**config.mk**
```make
export PLATFORM = sky130hd
export DESIGN_NAME = tcw_front
export DESIGN_NICKNAME = d
export VERILOG_FILES = /design/src/tcw_pkg.sv /design/src/tcw_front.sv
export SDC_FILE = /design/constraint.sdc
export NUM_CORES = 1
export LEC_CHECK = 0
export ABC_AREA = 1
export BUFFER_PORTS_ARGS = -buffer_cell sky130_fd_sc_hd__buf_2
export CAP_MARGIN = 20
export CORE_MARGIN = 2
export CORE_UTILIZATION = 40
export DETAILED_ROUTE_END_ITERATION = 6
export GPL_TIMING_DRIVEN = 0
export PLACE_DENSITY = 0.85
export SYNTH_ARGS = -nofsm -noshare
export SYNTH_HDL_FRONTEND = slang
export SYNTH_SLANG_ARGS = --single-unit
```
**constraint.sdc**
```tcl
create_clock -name i_clk -period 2 [get_ports i_clk]
set_input_delay 0.2 -clock i_clk [delete_from_list [all_inputs] [get_ports i_clk]]
set_output_delay 0.2 -clock i_clk [all_outputs]
set_load 0.01 [all_outputs]
```
**src/tcw_pkg.sv**
```systemverilog
// ----------------------------------------------------------------------------
// tcw_pkg
// Shared types, command codes and constants of the text console writer.
// ----------------------------------------------------------------------------
`default_nettype none

package tcw_pkg;

    // Default screen geometry.
    localparam int DEF_COLUMNS = 80;
    localparam int DEF_ROWS    = 25;

    // Field widths of the stream payloads.
    localparam int MODE_W      = 3;
    localparam int CHAR_W      = 8;
    localparam int COLOR_W     = 4;
    localparam int POS_W       = 11;
    localparam int LINE_W      = 5;
    localparam int CELL_W      = 16;
    localparam int IN_TDATA_W  = 40;
    localparam int OUT_TDATA_W = 32;

    // Depth of the command queue between front and back.
    localparam int QUEUE_DEPTH = 2;

    localparam logic [CELL_W-1:0] BLANK_CELL = 16'h0020;

    // Command codes carried in the mode field.
    localparam logic [MODE_W-1:0] MODE_PUT_CUR  = 3'd0;
    localparam logic [MODE_W-1:0] MODE_PUT_POS  = 3'd1;
    localparam logic [MODE_W-1:0] MODE_SET_CUR  = 3'd2;
    localparam logic [MODE_W-1:0] MODE_CLEAR    = 3'd3;
    localparam logic [MODE_W-1:0] MODE_CLR_LINE = 3'd4;
    localparam logic [MODE_W-1:0] MODE_SCROLL   = 3'd5;

    typedef enum logic [2:0] {
        K_PUT_CUR,
        K_PUT_POS,
        K_SET_CUR,
        K_CLEAR,
        K_CLR_LINE,
        K_SCROLL,
        K_NOP
    } t_kind;

    // Classified command as it travels through the queue.
    typedef struct packed {
        t_kind             kind;
        logic [CELL_W-1:0] cell_val;
        logic [POS_W-1:0]  pos;
        logic              pos_ok;
        logic [LINE_W-1:0] line;
        logic              line_ok;
        logic [POS_W-1:0]  cur_set;
    } t_cmd;

    typedef struct packed {
        logic [CELL_W-1:0] cell_word;
        logic              scrolled;
        logic [POS_W-1:0]  cursor_position;
    } t_result;

    typedef enum logic [2:0] {
        ST_IDLE,
        ST_PUT,
        ST_READ,
        ST_RESP,
        ST_FILL,
        ST_COPY,
        ST_COPY_END
    } t_state;

endpackage

`default_nettype wire

```
**src/tcw_front.sv**
```systemverilog
// ----------------------------------------------------------------------------
// tcw_front
// Accepts input transactions, decodes the mode and checks ranges.
// ----------------------------------------------------------------------------
`default_nettype none

module tcw_front #(
    parameter int COLUMNS = tcw_pkg::DEF_COLUMNS,
    parameter int ROWS    = tcw_pkg::DEF_ROWS
) (
    input  wire logic                            i_clk,
    input  wire logic                            i_rst_n,
    input  wire logic                            i_enable,
    input  wire logic                            i_s_tvalid,
    output logic                                 o_s_tready,
    input  wire logic [tcw_pkg::IN_TDATA_W-1:0]  i_s_tdata,
    output logic                                 o_cmd_valid,
    input  wire logic                            i_cmd_ready,
    output tcw_pkg::t_cmd                        o_cmd
);
    import tcw_pkg::*;

    localparam int CELL_COUNT = COLUMNS * ROWS;

    logic              r_valid;
    t_cmd              r_cmd;
    t_cmd              n_cmd;
    logic [MODE_W-1:0] mode;
    logic [POS_W-1:0]  pos;
    logic [LINE_W-1:0] line;

    assign mode = i_s_tdata[2:0];
    assign pos  = i_s_tdata[29:19];
    assign line = i_s_tdata[34:30];

    assign o_s_tready  = i_enable && (!r_valid || i_cmd_ready);
    assign o_cmd_valid = r_valid;
    assign o_cmd       = r_cmd;

    always_comb begin
        unique case (mode)
            MODE_PUT_CUR:  n_cmd.kind = K_PUT_CUR;
            MODE_PUT_POS:  n_cmd.kind = K_PUT_POS;
            MODE_SET_CUR:  n_cmd.kind = K_SET_CUR;
            MODE_CLEAR:    n_cmd.kind = K_CLEAR;
            MODE_CLR_LINE: n_cmd.kind = K_CLR_LINE;
            MODE_SCROLL:   n_cmd.kind = K_SCROLL;
            default:       n_cmd.kind = K_NOP;
        endcase
        // Cell word is background, foreground, character from the top down.
        n_cmd.cell_val = {i_s_tdata[18:15], i_s_tdata[14:11], i_s_tdata[10:3]};
        n_cmd.pos      = pos;
        n_cmd.pos_ok   = {21'd0, pos} < 32'(CELL_COUNT);
        n_cmd.line     = line;
        n_cmd.line_ok  = {27'd0, line} < 32'(ROWS);
        // A new cursor beyond the end of the screen saturates to the end.
        n_cmd.cur_set  = ({21'd0, pos} > 32'(CELL_COUNT)) ? POS_W'(CELL_COUNT) : pos;
    end

    always_ff @(posedge i_clk) begin
        if (!i_rst_n) begin
            r_valid <= 1'b0;
        end else if (o_s_tready) begin
            r_valid <= i_s_tvalid;
        end
    end

    always_ff @(posedge i_clk) begin
        if (i_s_tvalid && o_s_tready) begin
            r_cmd <= n_cmd;
        end
    end

endmodule

`default_nettype wire

```
==> summary.md, run 1 <==
| Metric | Value |
|---|---|
| Drt first pass iters | `4` |
| Max-cap violation count | `0` |
| Net Sw Power | `387 uW` |
| CP Class | `flop to flop` |
| Clock Path Buffers | `2` |
| DRC Markers | `0` |
| Site Rows | `23` |
| Share of cells above drive strength 1 | `53.4%` |
| WL final | `3.12 mm` |
| DR vias | `between 1000 and 1500` |
| Sinks on Clock Net | `49` |
| Ant diodes | `0` |
| CP max stage cell | `inv_2` |
| Reg-to-Reg End | `o_cmd[29]` |
| Max Slew Vio Count | `0` |
| Worst hold stages | `1` |
| VDD IR max | `0.498 mV` |
| Crit-path cells | `a21oi_2 -> nand2_1 -> inv_2` |
| Antenna viol nets, final | `0` |
| Syn_area_per_cell | `between 15 and 20 sq um` |
| Crit-path max FO | `48` |
| Outcome | `finished clean` |
| Final nets | `234` |
| H-tree depth | `2` |
| # setup viols final | `0` |
| First-pass GRT wire length | `4.35 mm` |
| Largest net degree at the start of global routing | `49` |
| Final Hold Fails | `0` |
| WP data arrival | `1.60 ns` |
| HP Class | `input pin to flop` |
| Required @ worst endpoint | `1.92 ns` |
| Vias in the first global route | `941` |
| Die area | `about 0.0047 sq mm` |
| Detail Placement HPWL | `2.30 mm` |
| Total grt overflow | `0` |
| Post-CTS sizing | `0` |
| Clk_skew | `0.00416 ns` |
| Routability cong. | `about 0.69` |
| Switching Fraction | `20.7%` |
| CP Launch Type | `flop` |
| # port buffers | `between 80 and 90` |
| CTS tree | `yes` |
| Gr usage total | `13.4%` |
| RSZ-0062 raised after global routing | `false` |
| Root Buffer | `clkbuf_8` |
| Die H | `about 69 um` |
| Final hold slack | `0.0833 ns` |
| Final core utilization | `a little under three fifths` |
| Drt wl/cell | `13.0 um` |
| Hold-fix buffers, CTS | `0` |
| Clock power share | `28.0%` |
| Worst path max stage delay | `0.71 ns` |
| Vias per cell | `4.41` |
| Insertion delay to the later sink of the worst-skew pair | `0.29 ns` |
| Int Pwr | `1.48 mW` |
| CTS Buf Count | `5` |
| Power share of the sequential group | `between 60% and 70%` |
| Core area | `around 0.0040 sq mm` |
| R2R cell count | `3` |
| IO Pins | `95` |
| Die Wd | `68.6 um` |
| R2R Setup Slk | `roughly 0.32 ns` |
| Syn nets | `138` |
| Slew Limit Headroom | `34.9%` |
| Post-synthesis sequential area ratio | `87.6%` |
| Yosys Warn Count | `0` |
| Min Tclk post-route | `1.68 ns` |
| Initial drt markers | `roughly 140` |
| Initial Util | `41.7%` |
| Synthesized instance count | `93` |
| Setup crit start | `o_cmd_valid` |
| Pwr Density | `831 mW/mm^2` |
| Syn Std Cell Area | `0.00167 sq mm` |
| Crit path to | `o_cmd[29]` |
| Leakage | `about 0.96 nW` |
| Reg clk slew, reported paths | `0.08 ns` |
| Initial antenna violation count | `0` |
| Critical R2R Launch | `o_cmd_valid` |
| Fmax | `about 600 MHz` |
| CP endpoint kind | `flop` |
| Yosys reg bits | `49` |
| Syn-to-layout area delta | `35.0%` |
| Fin crit share | `between 80% and 90%` |
| Comb power frac | `8.3%` |
| Worst slew pin tran | `roughly 0.98 ns` |
| Setup repair bufs after CTS | `0` |
| Post-synth cell types | `16` |
==> power by group through the flow <==
stage	clock network [mW]	logic, mW	registers [mW]
4_1_cts	0.546	0.159	1.19
2_1_floorplan	0	0.0389	1.24
3_3_place_gp	0	0.151	1.21
6_report	0.525	0.155	1.19
3_5_place_dp	0	0.158	1.22
5_1_grt	0.579	0.173	1.20
==> final cells by class <==
cell class / count / area, sq um
buffer: 7 / 26.3
clock buffer: 6 / 72.6
clock inverter: 1 / 3.75
fill: 363 / 1750
inverter: 11 / 41.3
multi-input combinational: 26 / 139
sequential: 49 / 1460
tap: 50 / 62.6
timing repair buffer: 89 / 445
==> metal layers <==
metal	vias to the layer above	share of wire, %	global-route usage, %
met3	6	8.6	5.36
met5	-	0	0
met1	486	36	14.8
met2	47	53	22.7
li1	515	-	-
met4	0	2.3	6.25
==> cells in the mapped netlist, drive strengths merged <==
cell type  instances  share of area, %
o211ai             1              0.45
o21ai              2              0.60
clkbuf             7               1.6
dfxtp              1               1.2
inv               11               2.5
nand2              6               1.5
a21boi             2              0.90
nor2              13               4.0
edfxtp            48                86
or2                1              0.38
a21oi              1              0.53
==> sequential cells by signal, indices dropped and copies added, names as in the netlist <==
| signal | count |
|---|---|
| o_cmd_valid | 1 |
| o_cmd | 48 |
==> worst max-delay path, delay by kind of cell (launching register included) <==
| kind | cells | cell delay, ns |
|---|---|---|
| AND/OR/NAND/NOR | 1 | 0.09 |
| flip-flops | 1 | 0.33 |
| AO/OA/AOI/OAI | 1 | 0.16 |
| buffers and inverters | 1 | 0.71 |
==> worst min-delay path by stage <==
stage                        from        end  slack, ns
floorplan           i_s_tdata[30]  o_cmd[12]       0.30
global placement     i_s_tdata[9]  o_cmd[35]       0.38
detailed placement  i_s_tdata[12]  o_cmd[38]       0.38
CTS                 i_s_tdata[12]  o_cmd[38]       0.07
global route        i_s_tdata[10]  o_cmd[36]       0.07
finish              i_s_tdata[12]  o_cmd[38]       0.08
==> cell usage in the layout (no fill, tap or decap) <==
| master | netlist | routed |
|---|---|---|
| buf_2 | 0 | 89 |
| a21boi_0 | 1 | 1 |
| o21ai_0 | 1 | 1 |
| clkbuf_1 | 7 | 8 |
| edfxtp_1 | 48 | 48 |
| nor2_2 | 1 | 1 |
| or2_2 | 1 | 1 |
| nand2_2 | 1 | 1 |
| nor2_4 | 2 | 2 |
| clkinv_1 | 0 | 1 |
| nor2_1 | 10 | 10 |
| clkbuf_8 | 0 | 5 |
| a21oi_2 | 1 | 1 |
| inv_2 | 0 | 1 |
| nand2_1 | 5 | 5 |
| dfxtp_1 | 1 | 1 |
| o211ai_1 | 1 | 1 |
| o21ai_1 | 1 | 1 |
| a21boi_1 | 1 | 1 |
| inv_1 | 11 | 10 |
==> stage by stage <==
step | power [mW] | TNS, ns | cells | setup WS (ns) | cell area, sq um
after CTS | 1.90 | 0 | 239 | 0.281 | 2250
after floorplan | 1.28 | 0 | 93 | 0.00751 | 1670
after global routing | 1.95 | 0 | 239 | 0.171 | 2250
final | 1.87 | 0 | 239 | 0.317 | 2250
after global placement | 1.36 | -8.41 | 232 | -0.177 | 2180
after detailed placement | 1.37 | 0 | 232 | 0.296 | 2180
==> cells by family (layout without fill, tap and decap cells) <==
family	after synthesis	count (layout)	synth area share, %
flip-flops	49	49	87.6
AND/OR/NAND/NOR	20	20	5.85
buffers and inverters	18	114	4.05
AO/OA/AOI/OAI	6	6	2.48
No activity file was read; power rests on OpenSTA's default activity.
==> inputs of run 2 (changes only) <==
--- a/config.mk
+++ b/config.mk
@@ -9,10 +9,10 @@
 export BUFFER_PORTS_ARGS = -buffer_cell sky130_fd_sc_hd__buf_2
 export CAP_MARGIN = 20
 export CORE_MARGIN = 2
-export CORE_UTILIZATION = 40
+export CORE_UTILIZATION = 39
 export DETAILED_ROUTE_END_ITERATION = 6
 export GPL_TIMING_DRIVEN = 0
-export PLACE_DENSITY = 0.85
+export PLACE_DENSITY = 0.86
 export SYNTH_ARGS = -nofsm -noshare
 export SYNTH_HDL_FRONTEND = slang
 export SYNTH_SLANG_ARGS = --single-unit
==> constraint.sdc (replaced) <==
create_clock -name i_clk -period 1.5 [get_ports i_clk]
set_input_delay 0.15 -clock i_clk [delete_from_list [all_inputs] [get_ports i_clk]]
set_output_delay 0.15 -clock i_clk [all_outputs]
set_load 0.01 [all_outputs]
==> summary.md, run 2 (same netlist as run 1, synthesis figures left out) <==
| Metric | Value |
|---|---|
| Max Slew Vio Count | `0 (unchanged)` |
| Initial drt markers | `65 (-52%)` |
| Final core utilization | `57.0% (+0.68 points)` |
| Vias per cell | `4.34 (-1.5%)` |
| Crit-path max FO | `24 (-50%)` |
| Slew Limit Headroom | `65.7% (+31 points)` |
| HP Class | `input pin to flop` |
| Most common cell after layout, fill and taps aside | `buf_2` |
| DR vias | `1047 (-0.66%)` |
| Reg clk slew, reported paths | `0.09 ns (about the same)` |
| Die area | `0.00482 sq mm (+2.4%)` |
| Dpl cells | `232 (unchanged)` |
| CP endpoint kind | `flop` |
| Final hold slack | `0.0248 ns (-0.0585 ns)` |
| Site Rows | `23 (unchanged)` |
| H-tree depth | `2 (unchanged)` |
| Buf+Inv Stages, Crit Path | `1 (unchanged)` |
| # port buffers | `89 (unchanged)` |
| CP Launch Type | `flop` |
| Syn-to-layout area delta | `38.6%` |
| Worst hold stages | `1 (unchanged)` |
| Vias in the first global route | `1111 (+18%)` |
| VDD IR max | `0.600 mV (+20%)` |
| Outcome | `finished clean` |
| CTS tree | `yes` |
| CTS Buf Count | `5 (unchanged)` |
| Pwr Density | `1160 mW/mm^2 (+40%)` |
| Final nets | `235 (+0.43%)` |
| Final Non-Filler Cells | `241 (+0.84%)` |
| Sinks on Clock Net | `49 (unchanged)` |
| Initial antenna violation count | `0 (unchanged)` |
| Required @ worst endpoint | `1.38 ns (-0.54 ns)` |
| Pre-CTS WS | `-0.363 ns (-0.659 ns)` |
| DRC Markers | `0 (unchanged)` |
| Drt wl/cell | `13.0 um (-0.35%)` |
| Worst slew pin tran | `0.513 ns (-0.462 ns)` |
| # setup viols final | `0 (unchanged)` |
| Antenna viol nets, final | `0 (unchanged)` |
| R2R cell count | `3 (unchanged)` |
| Detail Placement HPWL | `2.32 mm (+0.97%)` |
| Largest register FFs | `48 (unchanged)` |
| Total grt overflow | `0 (unchanged)` |
| First-pass GRT wire length | `5.04 mm (+16%)` |
| Insertion delay to the later sink of the worst-skew pair | `0.29 ns (about the same)` |
| Worst path max stage delay | `0.44 ns (-0.27 ns)` |
| Layout fillers | `342 (-5.8%)` |
| Fmax | `724 MHz (+22%)` |
| Die Wd | `69.4 um (+1.2%)` |
| WP data arrival | `1.26 ns (-0.34 ns)` |
| Clk_skew | `0.00546 ns (+0.00131 ns)` |
| Ant diodes | `0 (unchanged)` |
| WL final | `3.13 mm (+0.48%)` |
| Critical Path Stages | `3 (unchanged)` |
| Largest net degree at the start of global routing | `25 (-49%)` |
| Routability cong. | `0.696 (+1.5%)` |
| Gr usage total | `13.7% (+0.27 points)` |
| Setup repair bufs after CTS | `0 (unchanged)` |
| CP Class | `flop to flop` |
| Core area | `0.00406 sq mm (+1.4%)` |
| Min Tclk post-route | `1.38 ns (-0.302 ns)` |
| Share of cells above drive strength 1 | `55.0% (+1.5 points)` |
| Clock Path Buffers | `2 (unchanged)` |
| Most frequent cells in the layout | `89 x buf_2, 48 x edfxtp_1, 10 x inv_1, 10 x nor2_1, 8 x clkbuf_1` |
| RSZ-0062 raised after global routing | `false` |
| Leakage | `0.976 nW (+1.7%)` |
| Hold-fix buffers, CTS | `0 (unchanged)` |
| IO Pins | `95 (unchanged)` |
| Fin crit share | `92.1% (+7.9 points)` |
| Root Buffer | `clkbuf_8` |
| Crit-path cells | `a21oi_4 -> nand2_4 -> clkinvlp_4` |
| CP top delay family | `buffers and inverters` |
| Final Hold Fails | `0 (unchanged)` |
| Die H | `69.4 um (+1.2%)` |
| CP max stage cell | `clkinvlp_4` |
| Initial Util | `41.1% (-0.59 points)` |
| Max-cap violation count | `0 (unchanged)` |
| Drt first pass iters | `4 (unchanged)` |
| Final WS setup | `0.119 ns (-0.198 ns)` |
| Total power draw | `2.69 mW (+44%)` |
run 2: cell types whose count changed in the layout (fill, tap and decap cells not counted):
| cell | before | now |
|---|---|---|
| clkinvlp_4 | 0 | 2 |
| a21oi_4 | 0 | 1 |
| bufinv_16 | 0 | 1 |
| dfxtp_4 | 0 | 1 |
| nand2_4 | 0 | 1 |
| nand2_1 | 5 | 4 |
| a21oi_2 | 1 | 0 |
| inv_2 | 1 | 0 |
| dfxtp_1 | 1 | 0 |
run 2: per-stage QoR:
step / setup TNS [ns] / cell area, sq um
floorplan: -3.77 / 1690
global placement: -14.06 / 2190
detailed placement: -17.33 / 2190
CTS: 0 / 2310
global route: 0 / 2310
finish: 0 / 2310
run 2: worst reg2reg max path, delay by kind of cell (launching register included):
kind	cells	cell delay (ns)
AOI/OAI and AO/OA	1	0.06
DFF	1	0.37
and+or+nand+nor	1	0.11
buffers and inverters	1	0.44
run 2: where the power goes:
part	switching [mW]	internal (mW)	total, mW
combinational	0.123	0.0913	0.214
sequential	0.0138	1.57	1.59
clock	0.398	0.492	0.890
run 2: worst paths after layout:
path / to / slack (ns) / start
setup / recovery: o_cmd[21] / 0.12 / o_cmd_valid
setup reg to reg: o_cmd[21] / 0.12 / o_cmd_valid
hold reg to reg: o_cmd_valid / 0.52 / o_cmd_valid
hold / removal: o_cmd[44] / 0.02 / i_s_tdata[18]
run 2: layer usage:
metal,share of wire [%],track usage (%),wire length (um)
met1,37,13.8,1170
met2,53,24.5,1670
met3,7.6,5.67,239
met4,1.8,6.32,55
met5,0,0,0
run 2: layout make-up:
class / instances / area, sq um / share of cell area, %
clock buffer: 6 / 72.6 / 3.14
inverter: 11 / 45.0 / 1.95
multi-input combinational: 26 / 154 / 6.66
sequential: 49 / 1470 / 63.4
tap: 50 / 62.6 / 2.71
buffer: 7 / 26.3 / 1.14
clock inverter: 2 / 33.8 / 1.46
timing repair inverter: 1 / 7.51 / 0.325
timing repair buffer: 89 / 445 / 19.3
run 2: timing repair:
| item | in CTS | in global routing |
|---|---|---|
| gates resized for setup | 1 | 1 |
| endpoints found under the setup margin | 48 | 48 |
| cloned | 1 | 0 |
