<file path="config.mk">
export PLATFORM = sky130hd
export DESIGN_NAME = tcw_queue
export DESIGN_NICKNAME = d
export VERILOG_FILES = /design/src/tcw_pkg.sv /design/src/tcw_queue.sv
export SDC_FILE = /design/constraint.sdc
export NUM_CORES = 1
export LEC_CHECK = 0
export BUFFER_PORTS_ARGS = -buffer_cell sky130_fd_sc_hd__buf_2
export CAP_MARGIN = 20
export CORE_UTILIZATION = 30
export DETAILED_ROUTE_END_ITERATION = 16
export PLACE_DENSITY = 0.62
export SLEW_MARGIN = 20
export SYNTH_ARGS = -nofsm -noshare
export SYNTH_HDL_FRONTEND = slang
export SYNTH_SLANG_ARGS = --single-unit
</file>
<file path="constraint.sdc">
create_clock -name i_clk -period 2 [get_ports i_clk]
set_input_delay 0.2 -clock i_clk [delete_from_list [all_inputs] [get_ports i_clk]]
set_output_delay 0.2 -clock i_clk [all_outputs]
set_load 0.1 [all_outputs]
</file>
<file path="src/tcw_pkg.sv">
// ----------------------------------------------------------------------------
// tcw_pkg
// Shared types, command codes and constants of the text console writer.
// ----------------------------------------------------------------------------
`default_nettype none

package tcw_pkg;

    // Default screen geometry.
    localparam int DEF_COLUMNS = 80;
    localparam int DEF_ROWS    = 25;

    // Field widths of the stream payloads.
    localparam int MODE_W      = 3;
    localparam int CHAR_W      = 8;
    localparam int COLOR_W     = 4;
    localparam int POS_W       = 11;
    localparam int LINE_W      = 5;
    localparam int CELL_W      = 16;
    localparam int IN_TDATA_W  = 40;
    localparam int OUT_TDATA_W = 32;

    // Depth of the command queue between front and back.
    localparam int QUEUE_DEPTH = 2;

    localparam logic [CELL_W-1:0] BLANK_CELL = 16'h0020;

    // Command codes carried in the mode field.
    localparam logic [MODE_W-1:0] MODE_PUT_CUR  = 3'd0;
    localparam logic [MODE_W-1:0] MODE_PUT_POS  = 3'd1;
    localparam logic [MODE_W-1:0] MODE_SET_CUR  = 3'd2;
    localparam logic [MODE_W-1:0] MODE_CLEAR    = 3'd3;
    localparam logic [MODE_W-1:0] MODE_CLR_LINE = 3'd4;
    localparam logic [MODE_W-1:0] MODE_SCROLL   = 3'd5;

    typedef enum logic [2:0] {
        K_PUT_CUR,
        K_PUT_POS,
        K_SET_CUR,
        K_CLEAR,
        K_CLR_LINE,
        K_SCROLL,
        K_NOP
    } t_kind;

    // Classified command as it travels through the queue.
    typedef struct packed {
        t_kind             kind;
        logic [CELL_W-1:0] cell_val;
        logic [POS_W-1:0]  pos;
        logic              pos_ok;
        logic [LINE_W-1:0] line;
        logic              line_ok;
        logic [POS_W-1:0]  cur_set;
    } t_cmd;

    typedef struct packed {
        logic [CELL_W-1:0] cell_word;
        logic              scrolled;
        logic [POS_W-1:0]  cursor_position;
    } t_result;

    typedef enum logic [2:0] {
        ST_IDLE,
        ST_PUT,
        ST_READ,
        ST_RESP,
        ST_FILL,
        ST_COPY,
        ST_COPY_END
    } t_state;

endpackage

`default_nettype wire

</file>
<file path="src/tcw_queue.sv">
// ----------------------------------------------------------------------------
// tcw_queue
// Short command queue that decouples the front from the back.
// ----------------------------------------------------------------------------
`default_nettype none

module tcw_queue (
    input  wire logic          i_clk,
    input  wire logic          i_rst_n,
    input  wire logic          i_push,
    input  wire tcw_pkg::t_cmd i_push_cmd,
    output logic               o_not_full,
    input  wire logic          i_pop,
    output logic               o_not_empty,
    output tcw_pkg::t_cmd      o_head
);
    import tcw_pkg::*;

    localparam int PTR_W = (QUEUE_DEPTH > 1) ? $clog2(QUEUE_DEPTH) : 1;
    localparam int CNT_W = $clog2(QUEUE_DEPTH + 1);

    t_cmd             r_slots [QUEUE_DEPTH];
    logic [PTR_W-1:0] r_wr_ptr;
    logic [PTR_W-1:0] r_rd_ptr;
    logic [CNT_W-1:0] r_count;
    logic             do_push;
    logic             do_pop;

    assign o_not_full  = r_count != CNT_W'(QUEUE_DEPTH);
    assign o_not_empty = r_count != '0;
    assign o_head      = r_slots[r_rd_ptr];
    assign do_push     = i_push && o_not_full;
    assign do_pop      = i_pop && o_not_empty;

    always_ff @(posedge i_clk) begin
        if (!i_rst_n) begin
            r_wr_ptr <= '0;
            r_rd_ptr <= '0;
            r_count  <= '0;
        end else begin
            if (do_push) begin
                r_wr_ptr <= (r_wr_ptr == PTR_W'(QUEUE_DEPTH - 1)) ? '0 : r_wr_ptr + 1'b1;
            end
            if (do_pop) begin
                r_rd_ptr <= (r_rd_ptr == PTR_W'(QUEUE_DEPTH - 1)) ? '0 : r_rd_ptr + 1'b1;
            end
            if (do_push && !do_pop) begin
                r_count <= r_count + 1'b1;
            end else if (do_pop && !do_push) begin
                r_count <= r_count - 1'b1;
            end
        end
    end

    always_ff @(posedge i_clk) begin
        if (do_push) begin
            r_slots[r_wr_ptr] <= i_push_cmd;
        end
    end

endmodule

`default_nettype wire

</file>
==> results of run 1 <==
==> logic make-up (layout without fill, tap and decap cells) <==
group / Yosys count / after routing / synth area share
xor+xnor: 3 / 3 / 0.00709
mux: 48 / 48 / 0.146
buf+inv: 6 / 122 / 0.0118
compound gates: 5 / 5 / 0.00945
simple gates: 9 / 9 / 0.0176
flops: 101 / 101 / 0.805
fa+ha+maj: 1 / 1 / 0.00338
==> layout by cell type (no fill, tap or decap), drive strengths merged <==
cell type / count
ha: 1
and2: 4
nand2b: 1
or3: 1
edfxtp: 96
buf: 105
bufinv: 2
dfxtp: 5
clkinvlp: 1
or2: 1
mux2: 48
a21boi: 2
and3: 1
nand3b: 1
clkinv: 4
xor2: 1
o21ai: 2
a21bo: 1
xnor2: 2
clkbuf: 10
==> final timing paths <==
check | end | slack (ns) | cells after the start | startpoint
max | o_head[28] | 0.10 | 3 | flip-flop
min | r_slots[1][46] | 0.04 | 1 | i_push_cmd[46]
max reg2reg | r_count[1] | 0.43 | 5 | r_count[0]
min reg2reg | r_count[1] | 0.57 | 2 | r_count[1]
==> registers in the layout, summed over array words and instances, names as in the netlist, named ones only <==
signal,count
r_count,2
r_rd_ptr,1
r_slots,96
r_wr_ptr,1
==> area by class of cell <==
| class | count | area share |
|---|---|---|
| flip-flops and latches | 101 | 0.630 |
| multi-input cells | 66 | 0.144 |
| repair buffers | 105 | 0.118 |
| clock buffers | 10 | 0.0484 |
| well taps | 147 | 0.0389 |
| clock inverters | 6 | 0.0185 |
| inverters | 1 | 0.00159 |
==> through the flow <==
step	util	setup slack [ns]	cells	hold WS, ns	cell area [µm²]
finish	0.394	0.100	436	0.0375	4730
CTS	0.394	0.0649	436	0.0167	4730
global route	0.394	0.0215	436	0.0191	4730
floorplan	-	0.0487	173	0.299	3710
detailed placement	0.368	0.440	420	0.392	4420
global placement	0.368	0.462	420	0.388	4420
==> critical path, delay by kind of cell, from the launching register on <==
kind                   cells  cell delay (ns)
muxes                      1             0.40
DFF                        1             0.32
buffers and inverters      2             0.63
==> layer usage <==
metal / track usage / routed length (µm)
met1: 0.123 / 2880
met2: 0.178 / 3200
met3: 0.0354 / 352
met4: 0.0763 / 187
met5: 0 / 0
==> run_results.csv, run 1 <==
group,metric,value,unit
floorplan,die_h,113,µm
sta,worst_pin_slew,0.496,ns
synthesis,yosysWarningCount,0,
synthesis,ys_async_sr_fraction,0,
critical_path,cpMaxStageDelayCell,"mux2_2",
clock_tree,clock_path_buffers,2,
synthesis,synth_area,3710,µm²
critical_path,max_stage_delay,0.40,ns
synthesis,yosysUniqueCellTypes,21,
floorplan,die_w,113,µm
drt,drt_iter0_markers,73,
drt,firstDrtPassIters,4,
sta,clock.fmax,526,MHz
synthesis,yosys.area.top_type,"edfxtp_1",
layout,area_growth,27.7,%
drt,num_vias,1920,
clock_tree,numCtsBuffers,9,
drt,via_per_inst,4.40,
clock_tree,h-tree-depth,3,
synthesis,synth-edff-count,96,
layout,seq_area,2980,µm²
placement,place.gp.congestion,0.649,
clock_tree,clock_latency,0.34,ns
clock_tree,post_cts_buffers,0,
job,maxCapViolCount,0,
global_routing,grt_max_degree,49,
global_routing,gr-total-overflow,0,
floorplan,num_io_pins,102,
sta,setup_viol,0,
sta,relSlewSlack,0.672,
layout,n_antenna_cell,0,
sta,setup_tns,0,ns
sta,slew_violations,0,
critical_path,worstSetupStartpointType,"flip-flop",
sta,rsz0062_at_grt,"false",
layout,multi_input_area,681,µm²
global_routing,grt_pass1_wl,10.1,mm
synthesis,synth_top_area_frac,0.778,
synthesis,ys_seq_area_frac,0.805,
clock_tree,clk_pin_slew,0.07,ns
layout,drive_gt1_frac,0.602,
synthesis,ys_ff_latch,101,
clock_tree,cts_tree,"yes",
sta,period_share,0.950,
clock_tree,cts.sinks,101,
synthesis,syn_nets,226,
clock_tree,clockRootBuffer,"clkbuf_16",
clock_tree,ctsHoldBuffers,0,
floorplan,die_area,12800,µm²
synthesis,synthCells,173,
critical_path,crit_type,"flip-flop to primary output",
sta,fin_crit,1.90,ns
placement,io_buffers,101,
placement,detailed_place_hpwl,4.00,mm
clock_tree,ctsResizeCount,0,
synthesis,synth.area.top_cells,"edfxtp_1 78%, mux2_2 15%, dfxtp_1 2.7%, and2_1 0.68%, buf_6 0.61%",
critical_path,end_kind,"primary output",
layout,fillers,1107,
synthesis,ys.flop_type,"edfxtp_1",
drt,wl,6.62,mm
synthesis,yosysMostFrequentCell,"edfxtp_1",
critical_path,crit_chain,"buf_4 > mux2_2 > buf_2",
worst_hold_path,holdCritPathClass,"input port to flip-flop",
critical_path,crit_required,1.80,ns
floorplan,coreArea,12000,µm²
drt,drc,0,
drt,ant_nets,0,
synthesis,postSynthAreaPerCell,21.4,µm²
floorplan,rows,40,
sta,skew,0.00736,ns
critical_path,worstPathArrival,1.70,ns
critical_path,crit_path_max_fanout,25,
status,outcome,"finished clean",
global_routing,track_usage,0.110,
sta,hold_viol,0,
layout,finalNetCount,337,
global_routing,grt_pass1_vias,1946,
synthesis,synth_common_cells,"96 x edfxtp_1, 48 x mux2_2, 5 x dfxtp_1",
global_routing,antenna_found_initial,0,
drt,drt-wirelength-per-cell,15.2,µm
floorplan,initial_core_util,0.309,
Power of run 1 is left out: the tool's default activity adds up to more than one toggle a clock period on the data nets, which glitch-free logic cannot reach.
==> inputs of run 2 (changes only) <==
CORE_MARGIN = 10   (was not set)
==> run 2 against run 1 <==
Compared with the run above:
- flip-flop and latch count is the same
- global-route usage shrank 2.6 points
- non-clock buffer count grew 2
==> run_results.csv, run 2 (same netlist as run 1, synthesis figures left out) <==
group,metric,value,unit
critical_path,crit_path_max_fanout,26,
placement,io_buffers,101,
critical_path,crit_required,1.80,ns
sta,setup_tns,0,ns
clock_tree,post_cts_buffers,0,
sta,setup_viol,0,
critical_path,worst-path-buf-inv,2,
drt,ant_nets,0,
sta,relSlewSlack,0.665,
clock_tree,ctsResizeCount,0,
critical_path,end_kind,"primary output",
placement,detailed_place_hpwl,5.07,mm
floorplan,num_io_pins,102,
clock_tree,clockRootBuffer,"clkbuf_16",
layout,finalNetCount,339,
clock_tree,clk_pin_slew,0.07,ns
clock_tree,h-tree-depth,3,
layout,seq_area,2980,µm²
sta,worst_pin_slew,0.506,ns
sta,skew,0.00555,ns
layout,n_antenna_cell,0,
global_routing,grt_pass1_vias,2225,
drt,via_per_inst,4.19,
clock_tree,ctsHoldBuffers,0,
worst_hold_path,holdCritPathClass,"input port to flip-flop",
layout,largest_registers,"r_slots x96, r_count x2",
critical_path,worstPathArrival,1.69,ns
drt,drt-wirelength-per-cell,15.5,µm
sta,period_share,0.944,
global_routing,track_usage,0.0838,
clock_tree,cts.sinks,101,
layout,drive_gt1_frac,0.598,
critical_path,crit_chain,"buf_4 > mux2_2 > buf_2",
sta,clock.fmax,530,MHz
floorplan,rows,40,
sta,hold_viol,0,
floorplan,die_area,17200,µm²
drt,firstDrtPassIters,4,
critical_path,cpMaxStageDelayCell,"mux2_2",
clock_tree,numCtsBuffers,9,
layout,fin_cells,459,
status,outcome,"finished clean",
critical_path,path_delay_family,"buffers and inverters",
global_routing,gr-total-overflow,0,
clock_tree,clock_path_buffers,2,
drt,wl,7.14,mm
layout,layout.cells.most_common_list,"99 x buf_2, 96 x edfxtp_1, 48 x mux2_2, 9 x clkbuf_16, 6 x buf_4",
layout,largest_register,"r_slots",
layout,final_common_cell,"buf_2",
job,maxCapViolCount,0,
sta,fin_crit,1.89,ns
critical_path,worstSetupStartpointType,"flip-flop",
floorplan,initial_core_util,0.307,
critical_path,crit_type,"flip-flop to primary output",
worst_hold_path,hold_path.startpoint,"i_push_cmd[31]",
floorplan,die_w,131,µm
critical_path,max_stage_delay,0.39,ns
sta,rsz0062_at_grt,"false",
global_routing,antenna_found_initial,0,
layout,final_core_util,0.398,
layout,multi_input_area,681,µm²
layout,area_growth,29.4,%
global_routing,grt_max_degree,27,
floorplan,die_h,131,µm
sta,slew_violations,0,
placement,place.gp.congestion,0.647,
sta,hold_ws,0.0463,ns
global_routing,grt_pass1_wl,11.3,mm
clock_tree,clock_latency,0.34,ns
drt,num_vias,1925,
clock_tree,cts_tree,"yes",
layout,fillers,1126,
floorplan,coreArea,12100,µm²
critical_path,reg2reg_from,"r_count[0]",
placement,dp_cells,443,
drt,drt_iter0_markers,75,
layout,largest_reg_flops,96,
drt,drc,0,
-- run 2: per-layer routing --
metal	track usage	wire length (µm)
met1	0.0892	2910
met2	0.137	3540
met3	0.0446	596
met4	0.0319	95
met5	0	0
-- run 2: stage by stage --
step,setup slack (ns),area [µm²]
2_1_floorplan,0.0487,3710
3_3_place_gp,0.469,4460
3_5_place_dp,0.390,4460
4_1_cts,0.0715,4790
5_1_grt,0.0260,4790
6_report,0.113,4790
-- run 2: area by class of cell --
cell class,count,share of cell area
clock buffer,11,0.0485
sequential,101,0.622
tap,168,0.0438
timing repair buffer,107,0.121
multi-input combinational,66,0.142
inverter,1,0.00157
clock inverter,5,0.0206
-- run 2: worst paths after layout --
path | end | slack [ns] | cells past startpoint
worst max-delay path | o_head[15] | 0.11 | 3
worst min-delay path | r_slots[0][31] | 0.05 | 1
worst max register to register | r_count[1] | 0.38 | 5
worst min register to register | r_wr_ptr | 0.59 | 2
-- run 2: worst register-to-register path: cells and delay by family, from the launching register on --
family / cells / cell delay, ns
AO/OA/AOI/OAI: 1 / 0.16
adder cells (fa/ha/maj): 1 / 0.33
flip-flops: 1 / 0.36
AND/OR/NAND/NOR: 3 / 0.71
Power of run 2 is left out for the same reason.
==> inputs of run 3 (changes only) <==
CTS_CLUSTER_DIAMETER = 60   (was not set)
RECOVER_POWER = 100   (was not set)
==> run 3 against run 2 <==
Compared with the run above:
- final cell count stayed put
- critical path depth stayed put
- register-to-register slack worse by 0.24 ns
- wire length is 0.11% higher
- sequential share of layout area is 0.61 points higher
- die area stayed put
- hold slack worse by 0.00053 ns
- non-clock buffer count stayed put
- cell area is 0.97% lower
- global-route usage stayed put
==> run_results.csv, run 3 (same netlist as run 1, synthesis figures left out) <==
group,metric,value,unit
clock_tree,clock_latency,0.34,ns
critical_path,worstPathArrival,1.69,ns
placement,dp_cells,443,
drt,wl,7.15,mm
critical_path,max_stage_delay,0.38,ns
clock_tree,clk_pin_slew,0.07,ns
sta,clock.fmax,530,MHz
layout,largest_reg_flops,96,
floorplan,die_h,131,µm
sta,fin_crit,1.89,ns
job,maxCapViolCount,0,
clock_tree,cts.sinks,101,
layout,final_area,4750,µm²
sta,slew_violations,0,
layout,finalNetCount,339,
layout,largest_registers,"r_slots x96, r_count x2",
sta,period_share,0.944,
global_routing,gr-total-overflow,0,
drt,num_vias,1910,
critical_path,worstSetupStartpointType,"flip-flop",
drt,ant_nets,0,
critical_path,crit_type,"flip-flop to primary output",
clock_tree,h-tree-depth,3,
sta,rsz0062_at_grt,"false",
drt,drt_iter0_markers,66,
floorplan,rows,40,
worst_hold_path,holdCritPathClass,"input port to flip-flop",
floorplan,initial_core_util,0.307,
clock_tree,clock_path_buffers,2,
clock_tree,ctsHoldBuffers,0,
placement,io_buffers,101,
placement,place.gp.congestion,0.647,
drt,drt-wirelength-per-cell,15.6,µm
clock_tree,ctsResizeCount,0,
sta,setup_viol,0,
layout,largest_register,"r_slots",
clock_tree,cts_tree,"yes",
critical_path,path_delay_family,"buffers and inverters",
critical_path,end_kind,"primary output",
critical_path,crit_required,1.80,ns
floorplan,num_io_pins,102,
clock_tree,post_cts_buffers,0,
placement,detailed_place_hpwl,5.07,mm
layout,fin_cells,459,
global_routing,track_usage,0.0838,
sta,worst_pin_slew,0.718,ns
sta,skew,0.00513,ns
global_routing,antenna_found_initial,0,
global_routing,grt_max_degree,27,
floorplan,die_w,131,µm
layout,final_common_cell,"edfxtp_1",
layout,drive_gt1_frac,0.515,
critical_path,worst-path-buf-inv,2,
layout,area_growth,28.1,%
sta,hold_viol,0,
sta,setup_tns,0,ns
drt,drc,0,
layout,layout.cells.most_common_list,"96 x edfxtp_1, 74 x buf_2, 48 x mux2_2, 25 x clkbuf_1, 9 x clkbuf_16",
floorplan,coreArea,12100,µm²
global_routing,grt_pass1_vias,2225,
critical_path,crit_chain,"clkbuf_4 > mux2_2 > buf_2",
critical_path,crit_path_max_fanout,22,
clock_tree,clockRootBuffer,"clkbuf_16",
status,outcome,"finished clean",
clock_tree,numCtsBuffers,9,
layout,n_antenna_cell,0,
critical_path,cpMaxStageDelayCell,"mux2_2",
drt,via_per_inst,4.16,
sta,relSlewSlack,0.521,
floorplan,die_area,17200,µm²
drt,firstDrtPassIters,4,
global_routing,grt_pass1_wl,11.3,mm
placement,dpl_cell_area,4460,µm²
## run 3: changes by cell type in the layout (fill, tap and decap cells not counted), moves of 2 or more
cell and delta:
clkbuf_1 +23, and2_0 +2, and2_1 -2, buf_4 -5, clkbuf_2 +6, buf_2 -25
## run 3: cell type report
class / instances / area (µm²)
clock buffers: 11 / 233
fillers: 1139 / 7310
multi-input cells: 66 / 673
well taps: 168 / 210
repair buffers: 107 / 542
flip-flops and latches: 101 / 2980
inverters: 1 / 7.51
clock inverters: 5 / 98.8
## run 3: final timing paths
| path | depth (start not counted) | to | slack (ns) | start |
|---|---|---|---|---|
| max | 3 | o_head[2] | 0.11 | flip-flop |
| min | 1 | r_slots[0][31] | 0.05 | i_push_cmd[31] |
| max reg2reg | 4 | r_slots[0][21] | 0.14 | r_count[0] |
| min reg2reg | 2 | r_count[1] | 0.58 | r_count[1] |
## run 3: worst reg2reg max path, delay by kind of cell, from the launching register on
family,cells,cell delay [ns]
DFF,1,0.40
buffers and inverters,2,0.66
and+or+nand+nor,2,0.40
## run 3: stage by stage
stage                     setup slack (ns)  hold slack, ns   util
final                                0.111          0.0458  0.394
after CTS                           0.0715          0.0271  0.398
after global placement               0.469           0.387  0.370
after detailed placement             0.390           0.391  0.370
after floorplan                     0.0487           0.299      -
after global routing                0.0160          0.0306  0.394
## run 3: layer usage
| layer | track usage | wire [µm] | up-vias |
|---|---|---|---|
| li1 | - | - | 905 |
| met3 | 0.0446 | 600 | 7 |
| met4 | 0.0319 | 91 | 0 |
| met5 | 0 | 0 | - |
| met1 | 0.0892 | 2910 | 934 |
| met2 | 0.137 | 3540 | 64 |
Power of run 3 is left out for the same reason.
